==> config.mk <==
export PLATFORM = sky130hd
export DESIGN_NAME = line_follow_pid_steering_flat
export DESIGN_NICKNAME = d
export VERILOG_FILES = /design/src/hdl/lfps_pkg.sv /design/src/hdl/lfps_req_if.sv /design/src/hdl/lfps_rsp_if.sv /design/src/hdl/lfps_error.sv /design/src/hdl/lfps_term.sv /design/src/hdl/lfps_mix.sv /design/src/hdl/line_follow_pid_steering.sv /design/src/flat_wrapper.sv
export SDC_FILE = /design/constraint.sdc
export NUM_CORES = 2
export LEC_CHECK = 0
export BUFFER_PORTS_ARGS = -buffer_cell sky130_fd_sc_hd__buf_2
export CAP_MARGIN = 20
export CORE_MARGIN = 5
export CORE_UTILIZATION = 43
export DETAILED_ROUTE_END_ITERATION = 7
export HOLD_SLACK_MARGIN = 0.06
export PLACE_DENSITY = 0.61
export REMOVE_ABC_BUFFERS = 1
export SKIP_LAST_GASP = 1
export SLEW_MARGIN = 10
export SYNTH_ARGS = -nofsm -noshare
export SYNTH_HDL_FRONTEND = slang
export SYNTH_SLANG_ARGS = --single-unit
==> constraint.sdc <==
create_clock -name clock -period 11.2 [get_ports clock]
set_clock_uncertainty 0.1 [all_clocks]
set_input_delay 2.24 -clock clock [delete_from_list [all_inputs] [get_ports clock]]
set_output_delay 2.24 -clock clock [all_outputs]
set_load 0.03 [all_outputs]
==> src/hdl/lfps_pkg.sv <==
// Shared widths, register codes and reset values for the line-follow steering block.
`default_nettype none
package lfps_pkg;
   localparam int COLUMN_W = 9;
   localparam int ERR_W = COLUMN_W + 1;
   localparam int DERIV_W = ERR_W + 1;
   localparam int GAIN_W = 24;
   localparam int BASE_W = 7;
   localparam int POWER_W = 8;
   localparam int CSR_INDEX_W = 3;
   localparam int CSR_DATA_W = GAIN_W;
   localparam int TERM_LIMIT_EXP = 60;
   localparam int TERM_W = TERM_LIMIT_EXP + 2;
   localparam int CTRL_W = TERM_W + 1;
   localparam int POWER_LIMIT = 100;

   typedef enum logic [CSR_INDEX_W-1:0] {
      CSR_CENTER_COLUMN = 3'd0,
      CSR_GAIN_P        = 3'd1,
      CSR_GAIN_I        = 3'd2,
      CSR_GAIN_D        = 3'd3,
      CSR_BASE_POWER    = 3'd4
   } csr_index_type;

   localparam logic [COLUMN_W-1:0] CENTER_RESET = 9'd250;
   localparam logic [GAIN_W-1:0] GAIN_P_RESET = 24'd11796;
   localparam logic [GAIN_W-1:0] GAIN_I_RESET = 24'd655;
   localparam logic [GAIN_W-1:0] GAIN_D_RESET = 24'd655;
   localparam logic [BASE_W-1:0] BASE_RESET = 7'd80;
endpackage
`default_nettype wire

==> src/hdl/lfps_req_if.sv <==
// Input channel carrying one line centroid column per word.
`default_nettype none
interface lfps_req_if;
   import lfps_pkg::*;
   logic                valid;
   logic                ready;
   logic [COLUMN_W-1:0] line_column;
   modport source (output valid, output line_column, input ready);
   modport sink (input valid, input line_column, output ready);
endinterface
`default_nettype wire

==> src/hdl/lfps_rsp_if.sv <==
// Result channel carrying the left and right motor powers per word.
`default_nettype none
interface lfps_rsp_if;
   import lfps_pkg::*;
   logic                      valid;
   logic                      ready;
   logic signed [POWER_W-1:0] left_power;
   logic signed [POWER_W-1:0] right_power;
   modport source (output valid, output left_power, output right_power, input ready);
   modport sink (input valid, input left_power, input right_power, output ready);
endinterface
`default_nettype wire

==> src/hdl/lfps_error.sv <==
// Error, derivative and saturating integral stage holding the controller state.
`default_nettype none
module lfps_error #(
   parameter int SUM_BITS = 32
) (
   input  wire logic                                clock,
   input  wire logic                                reset,
   input  wire logic                                advance,
   input  wire logic                                in_valid,
   input  wire logic [lfps_pkg::COLUMN_W-1:0]       column,
   input  wire logic [lfps_pkg::COLUMN_W-1:0]       center,
   output logic signed [lfps_pkg::ERR_W-1:0]        err_ff,
   output logic signed [lfps_pkg::DERIV_W-1:0]      deriv_ff,
   output logic signed [SUM_BITS-1:0]               error_sum_ff
);
   import lfps_pkg::*;

   localparam logic signed [SUM_BITS-1:0] SUM_MAX = {1'b0, {(SUM_BITS-1){1'b1}}};
   localparam logic signed [SUM_BITS-1:0] SUM_MIN = {1'b1, {(SUM_BITS-1){1'b0}}};

   logic signed [ERR_W-1:0]    err_in;
   logic signed [DERIV_W-1:0]  deriv_in;
   logic signed [SUM_BITS:0]   wide_sum;
   logic signed [SUM_BITS-1:0] error_sum_in;
   logic signed [ERR_W-1:0]    last_error_ff;

   always_comb begin
      err_in = $signed({1'b0, center}) - $signed({1'b0, column});
      deriv_in = DERIV_W'(err_in) - DERIV_W'(last_error_ff);
      wide_sum = (SUM_BITS+1)'(error_sum_ff) + (SUM_BITS+1)'(err_in);
      // clip the integral when the extra top bit disagrees with the sign
      if (wide_sum[SUM_BITS] != wide_sum[SUM_BITS-1]) begin
         error_sum_in = wide_sum[SUM_BITS] ? SUM_MIN : SUM_MAX;
      end else begin
         error_sum_in = wide_sum[SUM_BITS-1:0];
      end
   end

   always_ff @(posedge clock) begin
      if (reset) begin
         error_sum_ff  <= '0;
         last_error_ff <= '0;
      end else if (advance && in_valid) begin
         error_sum_ff  <= error_sum_in;
         last_error_ff <= err_in;
      end
   end

   always_ff @(posedge clock) begin
      if (advance) begin
         err_ff   <= err_in;
         deriv_ff <= deriv_in;
      end
   end
endmodule
`default_nettype wire

==> src/hdl/lfps_term.sv <==
// One gain product with magnitude saturation at two to the sixtieth.
`default_nettype none
module lfps_term #(
   parameter int VALUE_W = 10
) (
   input  wire logic signed [VALUE_W-1:0]          value,
   input  wire logic [lfps_pkg::GAIN_W-1:0]        gain,
   output logic signed [lfps_pkg::TERM_W-1:0]      term
);
   import lfps_pkg::*;

   localparam int PROD_W = VALUE_W + GAIN_W;
   localparam int CMP_W = (PROD_W > TERM_W) ? PROD_W : TERM_W;

   logic [VALUE_W-1:0] mag;
   logic [PROD_W-1:0]  prod;
   logic [CMP_W-1:0]   prod_x;
   logic [CMP_W-1:0]   limit_x;
   logic [TERM_W-1:0]  sat_mag;

   always_comb begin
      mag = value[VALUE_W-1] ? $unsigned(-value) : $unsigned(value);
      prod = PROD_W'(mag) * PROD_W'(gain);
      prod_x = CMP_W'(prod);
      limit_x = CMP_W'(1) << TERM_LIMIT_EXP;
      sat_mag = (prod_x > limit_x) ? TERM_W'(limit_x) : TERM_W'(prod_x);
      term = value[VALUE_W-1] ? -$signed(sat_mag) : $signed(sat_mag);
   end
endmodule
`default_nettype wire

==> src/hdl/lfps_mix.sv <==
// Takes twice the correction off one motor, then clamps and truncates to percent.
`default_nettype none
module lfps_mix #(
   parameter int GAIN_FRAC_BITS = 16
) (
   input  wire logic signed [lfps_pkg::CTRL_W-1:0]  control,
   input  wire logic [lfps_pkg::BASE_W-1:0]         base_power,
   output logic signed [lfps_pkg::POWER_W-1:0]      left_power,
   output logic signed [lfps_pkg::POWER_W-1:0]      right_power
);
   import lfps_pkg::*;

   localparam int PW = CTRL_W + 2;

   logic signed [PW-1:0] base_fx;
   logic signed [PW-1:0] twice;
   logic signed [PW-1:0] left_fx;
   logic signed [PW-1:0] right_fx;

   function automatic logic signed [POWER_W-1:0] to_percent(input logic signed [PW-1:0] p);
      logic signed [PW-1:0] lim;
      logic signed [PW-1:0] clip;
      logic signed [PW-1:0] whole;
      lim = PW'(POWER_LIMIT) <<< GAIN_FRAC_BITS;
      clip = p;
      if (clip > lim) clip = lim;
      if (clip < -lim) clip = -lim;
      // round toward zero: bias negatives up before the arithmetic shift
      if (clip < 0) begin
         whole = (clip + ((PW'(1) <<< GAIN_FRAC_BITS) - PW'(1))) >>> GAIN_FRAC_BITS;
      end else begin
         whole = clip >>> GAIN_FRAC_BITS;
      end
      return whole[POWER_W-1:0];
   endfunction

   always_comb begin
      base_fx = $signed(PW'(base_power)) <<< GAIN_FRAC_BITS;
      twice = $signed({control[CTRL_W-1], control, 1'b0});
      left_fx = base_fx;
      right_fx = base_fx;
      if (control > 0) begin
         left_fx = base_fx - twice;
      end else if (control < 0) begin
         right_fx = base_fx + twice;
      end
      left_power = to_percent(left_fx);
      right_power = to_percent(right_fx);
   end
endmodule
`default_nettype wire

==> src/hdl/line_follow_pid_steering.sv <==
// Line-follow PID steering: centroid column in, left and right motor powers out.
// One result word per input word. The block accepts a word every cycle while no
// finished word is stalled at the output. A word passes five registers (input
// register, error/integral stage, gain products, correction sum, power output
// register) on its way to the result channel. The rate is set by the integral
// update, a saturating add whose result feeds the next word. A stall on the
// result side holds the whole pipeline; the input is ready whenever the output
// register is empty or being taken. Configuration is taken on any cycle with
// csr_we high; indexes beyond the base power are dropped.
`default_nettype none
module line_follow_pid_steering #(
   parameter int GAIN_FRAC_BITS = 16,
   parameter int SUM_BITS = 32
) (
   input  wire logic                          clock,
   input  wire logic                          reset,
   lfps_req_if.sink                           req_bus,
   lfps_rsp_if.source                         rsp_bus,
   input  wire logic                          csr_we,
   input  wire lfps_pkg::csr_index_type       csr_index,
   input  wire logic [lfps_pkg::CSR_DATA_W-1:0] csr_wdata
);
   import lfps_pkg::*;

   logic [COLUMN_W-1:0] center_ff;
   logic [GAIN_W-1:0]   gain_p_ff;
   logic [GAIN_W-1:0]   gain_i_ff;
   logic [GAIN_W-1:0]   gain_d_ff;
   logic [BASE_W-1:0]   base_ff;

   logic advance;
   logic v0_ff, v1_ff, v2_ff, v3_ff, v4_ff;

   logic [COLUMN_W-1:0]        col_ff;
   logic signed [ERR_W-1:0]    err_ff;
   logic signed [DERIV_W-1:0]  deriv_ff;
   logic signed [SUM_BITS-1:0] error_sum_ff;
   logic signed [TERM_W-1:0]   term_p_in, term_i_in, term_d_in;
   logic signed [TERM_W-1:0]   term_p_ff, term_i_ff, term_d_ff;
   logic signed [CTRL_W-1:0]   control_in, control_ff;
   logic signed [POWER_W-1:0]  left_in, right_in, left_ff, right_ff;

   always_ff @(posedge clock) begin
      if (reset) begin
         center_ff <= CENTER_RESET;
         gain_p_ff <= GAIN_P_RESET;
         gain_i_ff <= GAIN_I_RESET;
         gain_d_ff <= GAIN_D_RESET;
         base_ff   <= BASE_RESET;
      end else if (csr_we) begin
         case (csr_index)
            CSR_CENTER_COLUMN: center_ff <= csr_wdata[COLUMN_W-1:0];
            CSR_GAIN_P:        gain_p_ff <= csr_wdata[GAIN_W-1:0];
            CSR_GAIN_I:        gain_i_ff <= csr_wdata[GAIN_W-1:0];
            CSR_GAIN_D:        gain_d_ff <= csr_wdata[GAIN_W-1:0];
            CSR_BASE_POWER:    base_ff <= csr_wdata[BASE_W-1:0];
            default: ;
         endcase
      end
   end

   // advance every stage together unless a finished word is stuck at the output
   assign advance = !v4_ff || rsp_bus.ready;
   assign req_bus.ready = advance;

   always_ff @(posedge clock) begin
      if (reset) begin
         v0_ff <= 1'b0;
         v1_ff <= 1'b0;
         v2_ff <= 1'b0;
         v3_ff <= 1'b0;
         v4_ff <= 1'b0;
      end else if (advance) begin
         v0_ff <= req_bus.valid;
         v1_ff <= v0_ff;
         v2_ff <= v1_ff;
         v3_ff <= v2_ff;
         v4_ff <= v3_ff;
      end
   end

   lfps_error #(
      .SUM_BITS(SUM_BITS)
   ) u_error (
      .clock        (clock),
      .reset        (reset),
      .advance      (advance),
      .in_valid     (v0_ff),
      .column       (col_ff),
      .center       (center_ff),
      .err_ff       (err_ff),
      .deriv_ff     (deriv_ff),
      .error_sum_ff (error_sum_ff)
   );

   lfps_term #(.VALUE_W(ERR_W)) u_term_p (
      .value (err_ff), .gain (gain_p_ff), .term (term_p_in)
   );
   lfps_term #(.VALUE_W(SUM_BITS)) u_term_i (
      .value (error_sum_ff), .gain (gain_i_ff), .term (term_i_in)
   );
   lfps_term #(.VALUE_W(DERIV_W)) u_term_d (
      .value (deriv_ff), .gain (gain_d_ff), .term (term_d_in)
   );

   assign control_in = CTRL_W'(term_p_ff) + CTRL_W'(term_i_ff) + CTRL_W'(term_d_ff);

   lfps_mix #(
      .GAIN_FRAC_BITS(GAIN_FRAC_BITS)
   ) u_mix (
      .control     (control_ff),
      .base_power  (base_ff),
      .left_power  (left_in),
      .right_power (right_in)
   );

   always_ff @(posedge clock) begin
      if (advance) begin
         col_ff     <= req_bus.line_column;
         term_p_ff  <= term_p_in;
         term_i_ff  <= term_i_in;
         term_d_ff  <= term_d_in;
         control_ff <= control_in;
         left_ff    <= left_in;
         right_ff   <= right_in;
      end
   end

   assign rsp_bus.valid = v4_ff;
   assign rsp_bus.left_power = left_ff;
   assign rsp_bus.right_power = right_ff;

   a_power_range: assert property (@(posedge clock) disable iff (reset)
      rsp_bus.valid |-> (rsp_bus.left_power >= -8'sd100) && (rsp_bus.left_power <= 8'sd100)
                     && (rsp_bus.right_power >= -8'sd100) && (rsp_bus.right_power <= 8'sd100))
      else $error("motor power outside the clamp");

   a_zero_balanced: assert property (@(posedge clock) disable iff (reset)
      v3_ff && advance && (control_ff == '0) |=> (rsp_bus.left_power == rsp_bus.right_power))
      else $error("zero correction gave unequal powers");

   a_positive_steer: assert property (@(posedge clock) disable iff (reset)
      v3_ff && advance && (control_ff > 0) |=> (rsp_bus.left_power <= rsp_bus.right_power))
      else $error("positive correction raised the left side");
endmodule
`default_nettype wire
==> src/flat_wrapper.sv <==
// flat-port wrapper written by rule: the top's interface ports become plain ports
module line_follow_pid_steering_flat import lfps_pkg::*;
#(
   parameter int GAIN_FRAC_BITS = 16,
   parameter int SUM_BITS = 32
)
  (clock, reset, csr_we, csr_index, csr_wdata, req_bus_valid, req_bus_line_column, req_bus_ready, rsp_bus_valid, rsp_bus_left_power, rsp_bus_right_power, rsp_bus_ready);
  lfps_req_if req_bus_i ();
  lfps_rsp_if rsp_bus_i ();
  input  wire logic clock;
  input  wire logic reset;
  input  wire logic csr_we;
  input  wire lfps_pkg::csr_index_type csr_index;
  input  wire logic [lfps_pkg::CSR_DATA_W-1:0] csr_wdata;
  input wire logic [$bits(req_bus_i.valid)-1:0] req_bus_valid;
  input wire logic [$bits(req_bus_i.line_column)-1:0] req_bus_line_column;
  output wire logic [$bits(req_bus_i.ready)-1:0] req_bus_ready;
  output wire logic [$bits(rsp_bus_i.valid)-1:0] rsp_bus_valid;
  output wire logic [$bits(rsp_bus_i.left_power)-1:0] rsp_bus_left_power;
  output wire logic [$bits(rsp_bus_i.right_power)-1:0] rsp_bus_right_power;
  input wire logic [$bits(rsp_bus_i.ready)-1:0] rsp_bus_ready;
  assign req_bus_i.valid = req_bus_valid;
  assign req_bus_i.line_column = req_bus_line_column;
  assign req_bus_ready = req_bus_i.ready;
  assign rsp_bus_valid = rsp_bus_i.valid;
  assign rsp_bus_left_power = rsp_bus_i.left_power;
  assign rsp_bus_right_power = rsp_bus_i.right_power;
  assign rsp_bus_i.ready = rsp_bus_ready;
  line_follow_pid_steering #(.GAIN_FRAC_BITS(GAIN_FRAC_BITS), .SUM_BITS(SUM_BITS)) u_core (.clock(clock), .reset(reset), .req_bus(req_bus_i), .rsp_bus(rsp_bus_i), .csr_we(csr_we), .csr_index(csr_index), .csr_wdata(csr_wdata));
endmodule
Yosys cells after proc, flatten, opt, wreduce, memory -nomap -nowiden --
Index checks and enable logic that the tools add are counted.
Word-level totals: register bits after elaboration 430, bits in latches 0, memory bits (writable) 0, memory bits (read-only) 0, memories kept 0
Operators by class: $add $sub $neg 15, $mul 3, div/mod/pow operators 0, magnitude comparators 8, equal/unequal tests 5, shift-type cells 0, muxes and demuxes 17, bitwise operators 0, reduce and logical (&&, ||, !) cells 9
Operators with widths (number):
- $mux 65 | 7
- $gt 65x24->1 const B | 2
- $lt 65x1->1 const B | 2
- $lt 65x24->1 const B | 2
- $mux 32 | 3
- $add 24x64->65 | 1
- $sub 24x64->65 | 1
- $add 62x62->63 | 1
- $add 63x62->63 | 1
- $gt 63x1->1 const B | 1
- $lt 63x1->1 const B | 1
- $neg 34->62 | 1
- $neg 35->62 | 1
- $neg 56->62 | 1
- $mul 32x24->56 | 1
- $mux 56 | 1
- $add 24x17->24 const B | 2
- $mul 11x24->35 | 1
- $mux 35 | 1
- $mul 10x24->34 | 1
- $mux 34 | 1
- $add 32x10->33 | 1
- $neg 32->32 | 1
- $mux 8 | 2
- other kinds (15) | 20

Longest topological paths before layout --
depth after elaboration 9, mapped depth 37

Modules after synthesis --
A second synthesis with hierarchy kept.
Second synthesis, totals: cell total of the unflattened synthesis 7972, area, all modules 70720.3 µm²
Modules (own cells, without submodules):
- lfps_term at u_core.u_term_i | instances 1, cells an instance 3325, area each 27800.4 µm², sequential area each 0.0 µm²
- line_follow_pid_steering | instances 1, cells an instance 1295, area each 16460.8 µm², sequential area each 10089.7 µm²
- lfps_term at u_core.u_term_d | instances 1, cells an instance 1240, area each 9994.6 µm², sequential area each 0.0 µm²
- lfps_term at u_core.u_term_p | instances 1, cells an instance 1113, area each 8899.8 µm², sequential area each 0.0 µm²
- lfps_error | instances 1, cells an instance 554, area each 4560.6 µm², sequential area each 1471.4 µm²
- lfps_mix | instances 1, cells an instance 445, area each 3004.1 µm², sequential area each 0.0 µm²

Worst setup path before layout --
OpenSTA, ideal clock, no wires.
path type in2out, start point in rsp_bus_ready, end point out req_bus_ready, data arrival time 8.252 ns, required time 8.860 ns, setup slack 0.608 ns, stages 2, buffers on the path 0, path through nor2b_1 -> inv_1
On the way: cells in the longest elaborated chain, start to end 1
Ends and longest elaborated chain:
- start, declared | RTL line flat_wrapper.sv:21 | input wire logic [$bits(rsp_bus_i.ready)-1:0] rsp_bus_ready;
- $logic_or 1x1->1 | RTL line line_follow_pid_steering.sv:63 | assign advance = !v4_ff || rsp_bus.ready;
- end, declared | RTL line flat_wrapper.sv:17 | output wire logic [$bits(req_bus_i.ready)-1:0] req_bus_ready;
No other way between the ends.

Final worst setup path --
start point reg u_core.u_error.error_sum_ff[7], end point reg u_core.term_i_ff[46] (data pin)
On the way: cells in the longest elaborated chain, start to end 5
Ends and longest elaborated chain:
- start, declared | RTL line lfps_error.sv:14 | output logic signed [SUM_BITS-1:0] error_sum_ff
- start signal, assigned | RTL line lfps_error.sv:44 | error_sum_ff <= error_sum_in;
- $neg 32->32 | RTL line lfps_term.sv:22 | mag = value[VALUE_W-1] ? $unsigned(-value) : $unsigned(value);
- $mux 32 * | RTL line lfps_term.sv:22
- $mul 32x24->56 * | RTL line lfps_term.sv:23 | prod = PROD_W'(mag) * PROD_W'(gain);
- $neg 56->62 | RTL line lfps_term.sv:27 | term = value[VALUE_W-1] ? -$signed(sat_mag) : $signed(sat_mag);
- $mux 56 * | RTL line lfps_term.sv:27
- via u_core.term_i_in[46] | RTL line line_follow_pid_steering.sv:38 | logic signed [TERM_W-1:0] term_p_in, term_i_in, term_d_in;
- end signal, assigned | RTL line line_follow_pid_steering.sv:121 | term_i_ff <= term_i_in;
- end, declared | RTL line line_follow_pid_steering.sv:39 | logic signed [TERM_W-1:0] term_p_ff, term_i_ff, term_d_ff;
Mark *: on every way through the listed nets, which the timed path passes. The rest lies on a longest branch. A chain may end at the register's enable or synchronous reset.

==> impl_metrics.tcl <==
set metrics [dict create \
    ctsHoldBuffers 0 \
    vias 52552 \
    ant_nets 0 \
    grt_pass1_wl_mm 313.8 \
    synth_area_um2 68450 \
    synth-simple-area-share_pct 17.76 \
    async_reset_ff_share_pct 0 \
    clk_path_buf_depth 3 \
    wire_per_inst_um 20.55 \
    final_cells 9516 \
    required_ps 11470 \
    rsz0062_at_grt "yes" \
    ys_ff_latch 430 \
    synth_mux_area_share_pct 0.2084 \
    drc 0 \
    synth_edf_count 295 \
    htreeDepth 2 \
    synth-compound-area-share_pct 11.19 \
    regArea_um2 11570 \
    cpMostUsedCell "fa_1" \
    crit_slowest_cell "or4_1" \
    antenna_found_initial 5 \
    synth_adder_area_share_pct 40.52 \
    final_common_cell "inv_1" \
    grt_pass1_vias 54595 \
    cts_inserted_buffers 52 \
    core.rowCount 146 \
    drv_slew 0 \
    first_pass_iters 8 \
    hold_class "reg2reg" \
    final_nets 8995 \
    drt_iter0_drc 3881 \
    core_area_um2 158400 \
    dieArea_um2 167300 \
    multi_input_area_um2 51650 \
    cts.sinks 430 \
    tightest_slew_ps 1181 \
    period_share_pct 95.26 \
    synth_xor_xnor_area_share_pct 5.027 \
    yosysSeqAreaShare_pct 16.89 \
    drv_cap 0 \
    clk_pin_slew_ps 60 \
    gp_congestion 0.9038 \
    slowest_delay_ps 630 \
    hpwl_mm 156.0 \
    synth_cell_types 92 \
    dp_cells 9412 \
    die_y_um 409.0 \
    max_freq_mhz 93.73 \
    ys_dominant_reg_cell "edfxtp_1" \
    cp.arrival_ps 10940 \
    syn_area_per_cell_um2 9.072 \
    area_growth_pct 6.751 \
    io_pins 59 \
    nFillCells 15139 \
    start_util_pct 43.22 \
    synth_top_family_by_area "adder cells" \
    clockRootBuffer "clkbuf_16" \
    final_cell_mix "inv_1, nand2_1, fa_1, ha_1, and2_1" \
    dieWidth_um 409.0 \
    viasPerCell 5.522 \
    grt_max_degree 170 \
    status "finished, final reports clean" \
    wl_mm 195.6 \
    clock_latency_ps 680 \
    start_kind "flip-flop" \
    finalSetupViolCount 0 \
    drive_gt1_share_pct 5.552 \
    tritoncts "done" \
    port_buffers 58 \
    grt-ovfl-total 0 \
    synth_warnings 0 \
    path_class "reg2reg" \
    netlist_instances 7545 \
    fin_crit_ps 10670 \
    path_max_fanout 15 \
    finalHoldViolations 0 \
    grt_usage_pct 23.48 \
    relSlewSlack_pct 21.25 \
    cp-end-kind "flip-flop" \
]
==> per-layer routing <==
metal | GRT usage (%) | vias up | part of all wire, %
met4 | 6.523 | 0 | 3.0
met3 | 3.618 | 303 | 6.4
li1 | - | 24038 | -
met5 | 0 | - | 0
met1 | 32.54 | 26615 | 44
met2 | 38.42 | 1596 | 46
==> sequential cells by signal (all words and copies together) (netlist names), 7 cells and up <==
signal	flops
u_core.u_error.error_sum_ff	32
u_core.u_error.deriv_ff	11
u_core.gain_p_ff	24
u_core.gain_i_ff	24
u_core.col_ff	9
u_core.term_i_ff	62
u_core.base_ff	7
u_core.rsp_bus.left_power	8
u_core.rsp_bus.right_power	8
u_core.control_ff	63
u_core.u_error.err_ff	10
u_core.gain_d_ff	24
u_core.term_p_ff	62
u_core.center_ff	9
u_core.u_error.last_error_ff	10
u_core.term_d_ff	62
==> worst max-delay path, delay by kind of cell, from the launching register on <==
kind | cells | cell delay [ps]
XOR/XNOR | 3 | 510
AO/OA/AOI/OAI | 5 | 1310
adder cells (fa/ha/maj) | 8 | 3940
buffers and inverters | 5 | 400
AND/OR/NAND/NOR | 10 | 3770
flip-flops | 1 | 360
==> cell families (layout without fill, tap and decap cells) <==
logic type,count (synthesis),in the layout
mux,14,14
buf+inv,1524,1418
xor+xnor,392,392
simple gates,2483,2483
flops,430,430
other cells,0,5
compound gates,1142,1142
fa+ha+maj,1560,1560
==> final timing paths <==
check,startpoint,endpoint,slack [ps],depth (start not counted)
worst min register to register,u_core.v3_ff$_SDFFE_PP0N_,u_core.v3_ff$_SDFFE_PP0N_,350,2
worst max register to register,u_core.u_error.error_sum_ff[7]$_SDFFE_PP0P_,u_core.term_i_ff[46]$_DFFE_PN_,530,31
worst max-delay path,u_core.u_error.error_sum_ff[7]$_SDFFE_PP0P_,u_core.term_i_ff[46]$_DFFE_PN_,530,31
worst min-delay path,u_core.v3_ff$_SDFFE_PP0N_,u_core.v3_ff$_SDFFE_PP0N_,350,2
==> layout make-up <==
type                            instances  area share, %
Inverter                             1143          5.882
Timing Repair Buffer                  181          1.738
Multi-Input combinational cell       5591          70.68
Sequential cell                       430          15.83
Clock buffer                           57          1.807
Clock inverter                         37         0.4897
Tap cell                             2072          3.548
Antenna cell                            5        0.01712
==> cell usage after synthesis (36+ instances only) <==
| library cell | instances | area share, % |
|---|---|---|
| inv_1 | 1143 | 6.3 |
| nand2_1 | 1129 | 6.2 |
| fa_1 | 1096 | 32 |
| ha_1 | 459 | 8.4 |
| and2_1 | 442 | 4.0 |
| clkbuf_1 | 366 | 2.0 |
| a21oi_1 | 310 | 2.3 |
| edfxtp_1 | 295 | 13 |
| xnor2_1 | 279 | 3.6 |
| nor2_1 | 216 | 1.2 |
| o21ai_0 | 206 | 1.5 |
| nor2b_1 | 156 | 1.4 |
| dfxtp_1 | 135 | 3.9 |
| xor2_1 | 112 | 1.4 |
| a21o_1 | 99 | 1.1 |
| nor3_1 | 78 | 0.57 |
| o21a_1 | 78 | 0.86 |
| nand3_1 | 75 | 0.55 |
| nand2b_1 | 70 | 0.64 |
| o31ai_1 | 60 | 0.66 |
| nand4_1 | 52 | 0.48 |
| or3_1 | 50 | 0.46 |
| and3_1 | 46 | 0.42 |
| nand3b_1 | 46 | 0.50 |
| o21bai_1 | 44 | 0.48 |
| o31a_1 | 39 | 0.50 |
| a31oi_1 | 38 | 0.35 |
| a211oi_1 | 36 | 0.39 |
| nor4_1 | 36 | 0.33 |
==> metrics by stage <==
step	utilization [%]	setup TNS, ps	instance area [um2]	hold slack (ps)	worst slack (ps)
floorplan	-	0	66990	326.0	235.9
global placement	44.91	0	71130	338.2	358.0
detailed placement	44.93	0	71160	346.5	231.9
CTS	45.99	0	72830	353.3	224.6
global route	46.13	-2.534	73060	371.1	-2.534
finish	46.14	0	73070	352.7	531.2
==> what timing repair did <==
action,4_1_cts,5_1_grt
endpoints found under the hold margin,0,0
endpoints found under the setup margin,0,19
resized for setup,0,24
buffers inserted,0,1
Power is not shown: default switching activity piles up to over one toggle a cycle in this logic, so the estimate is an artifact.
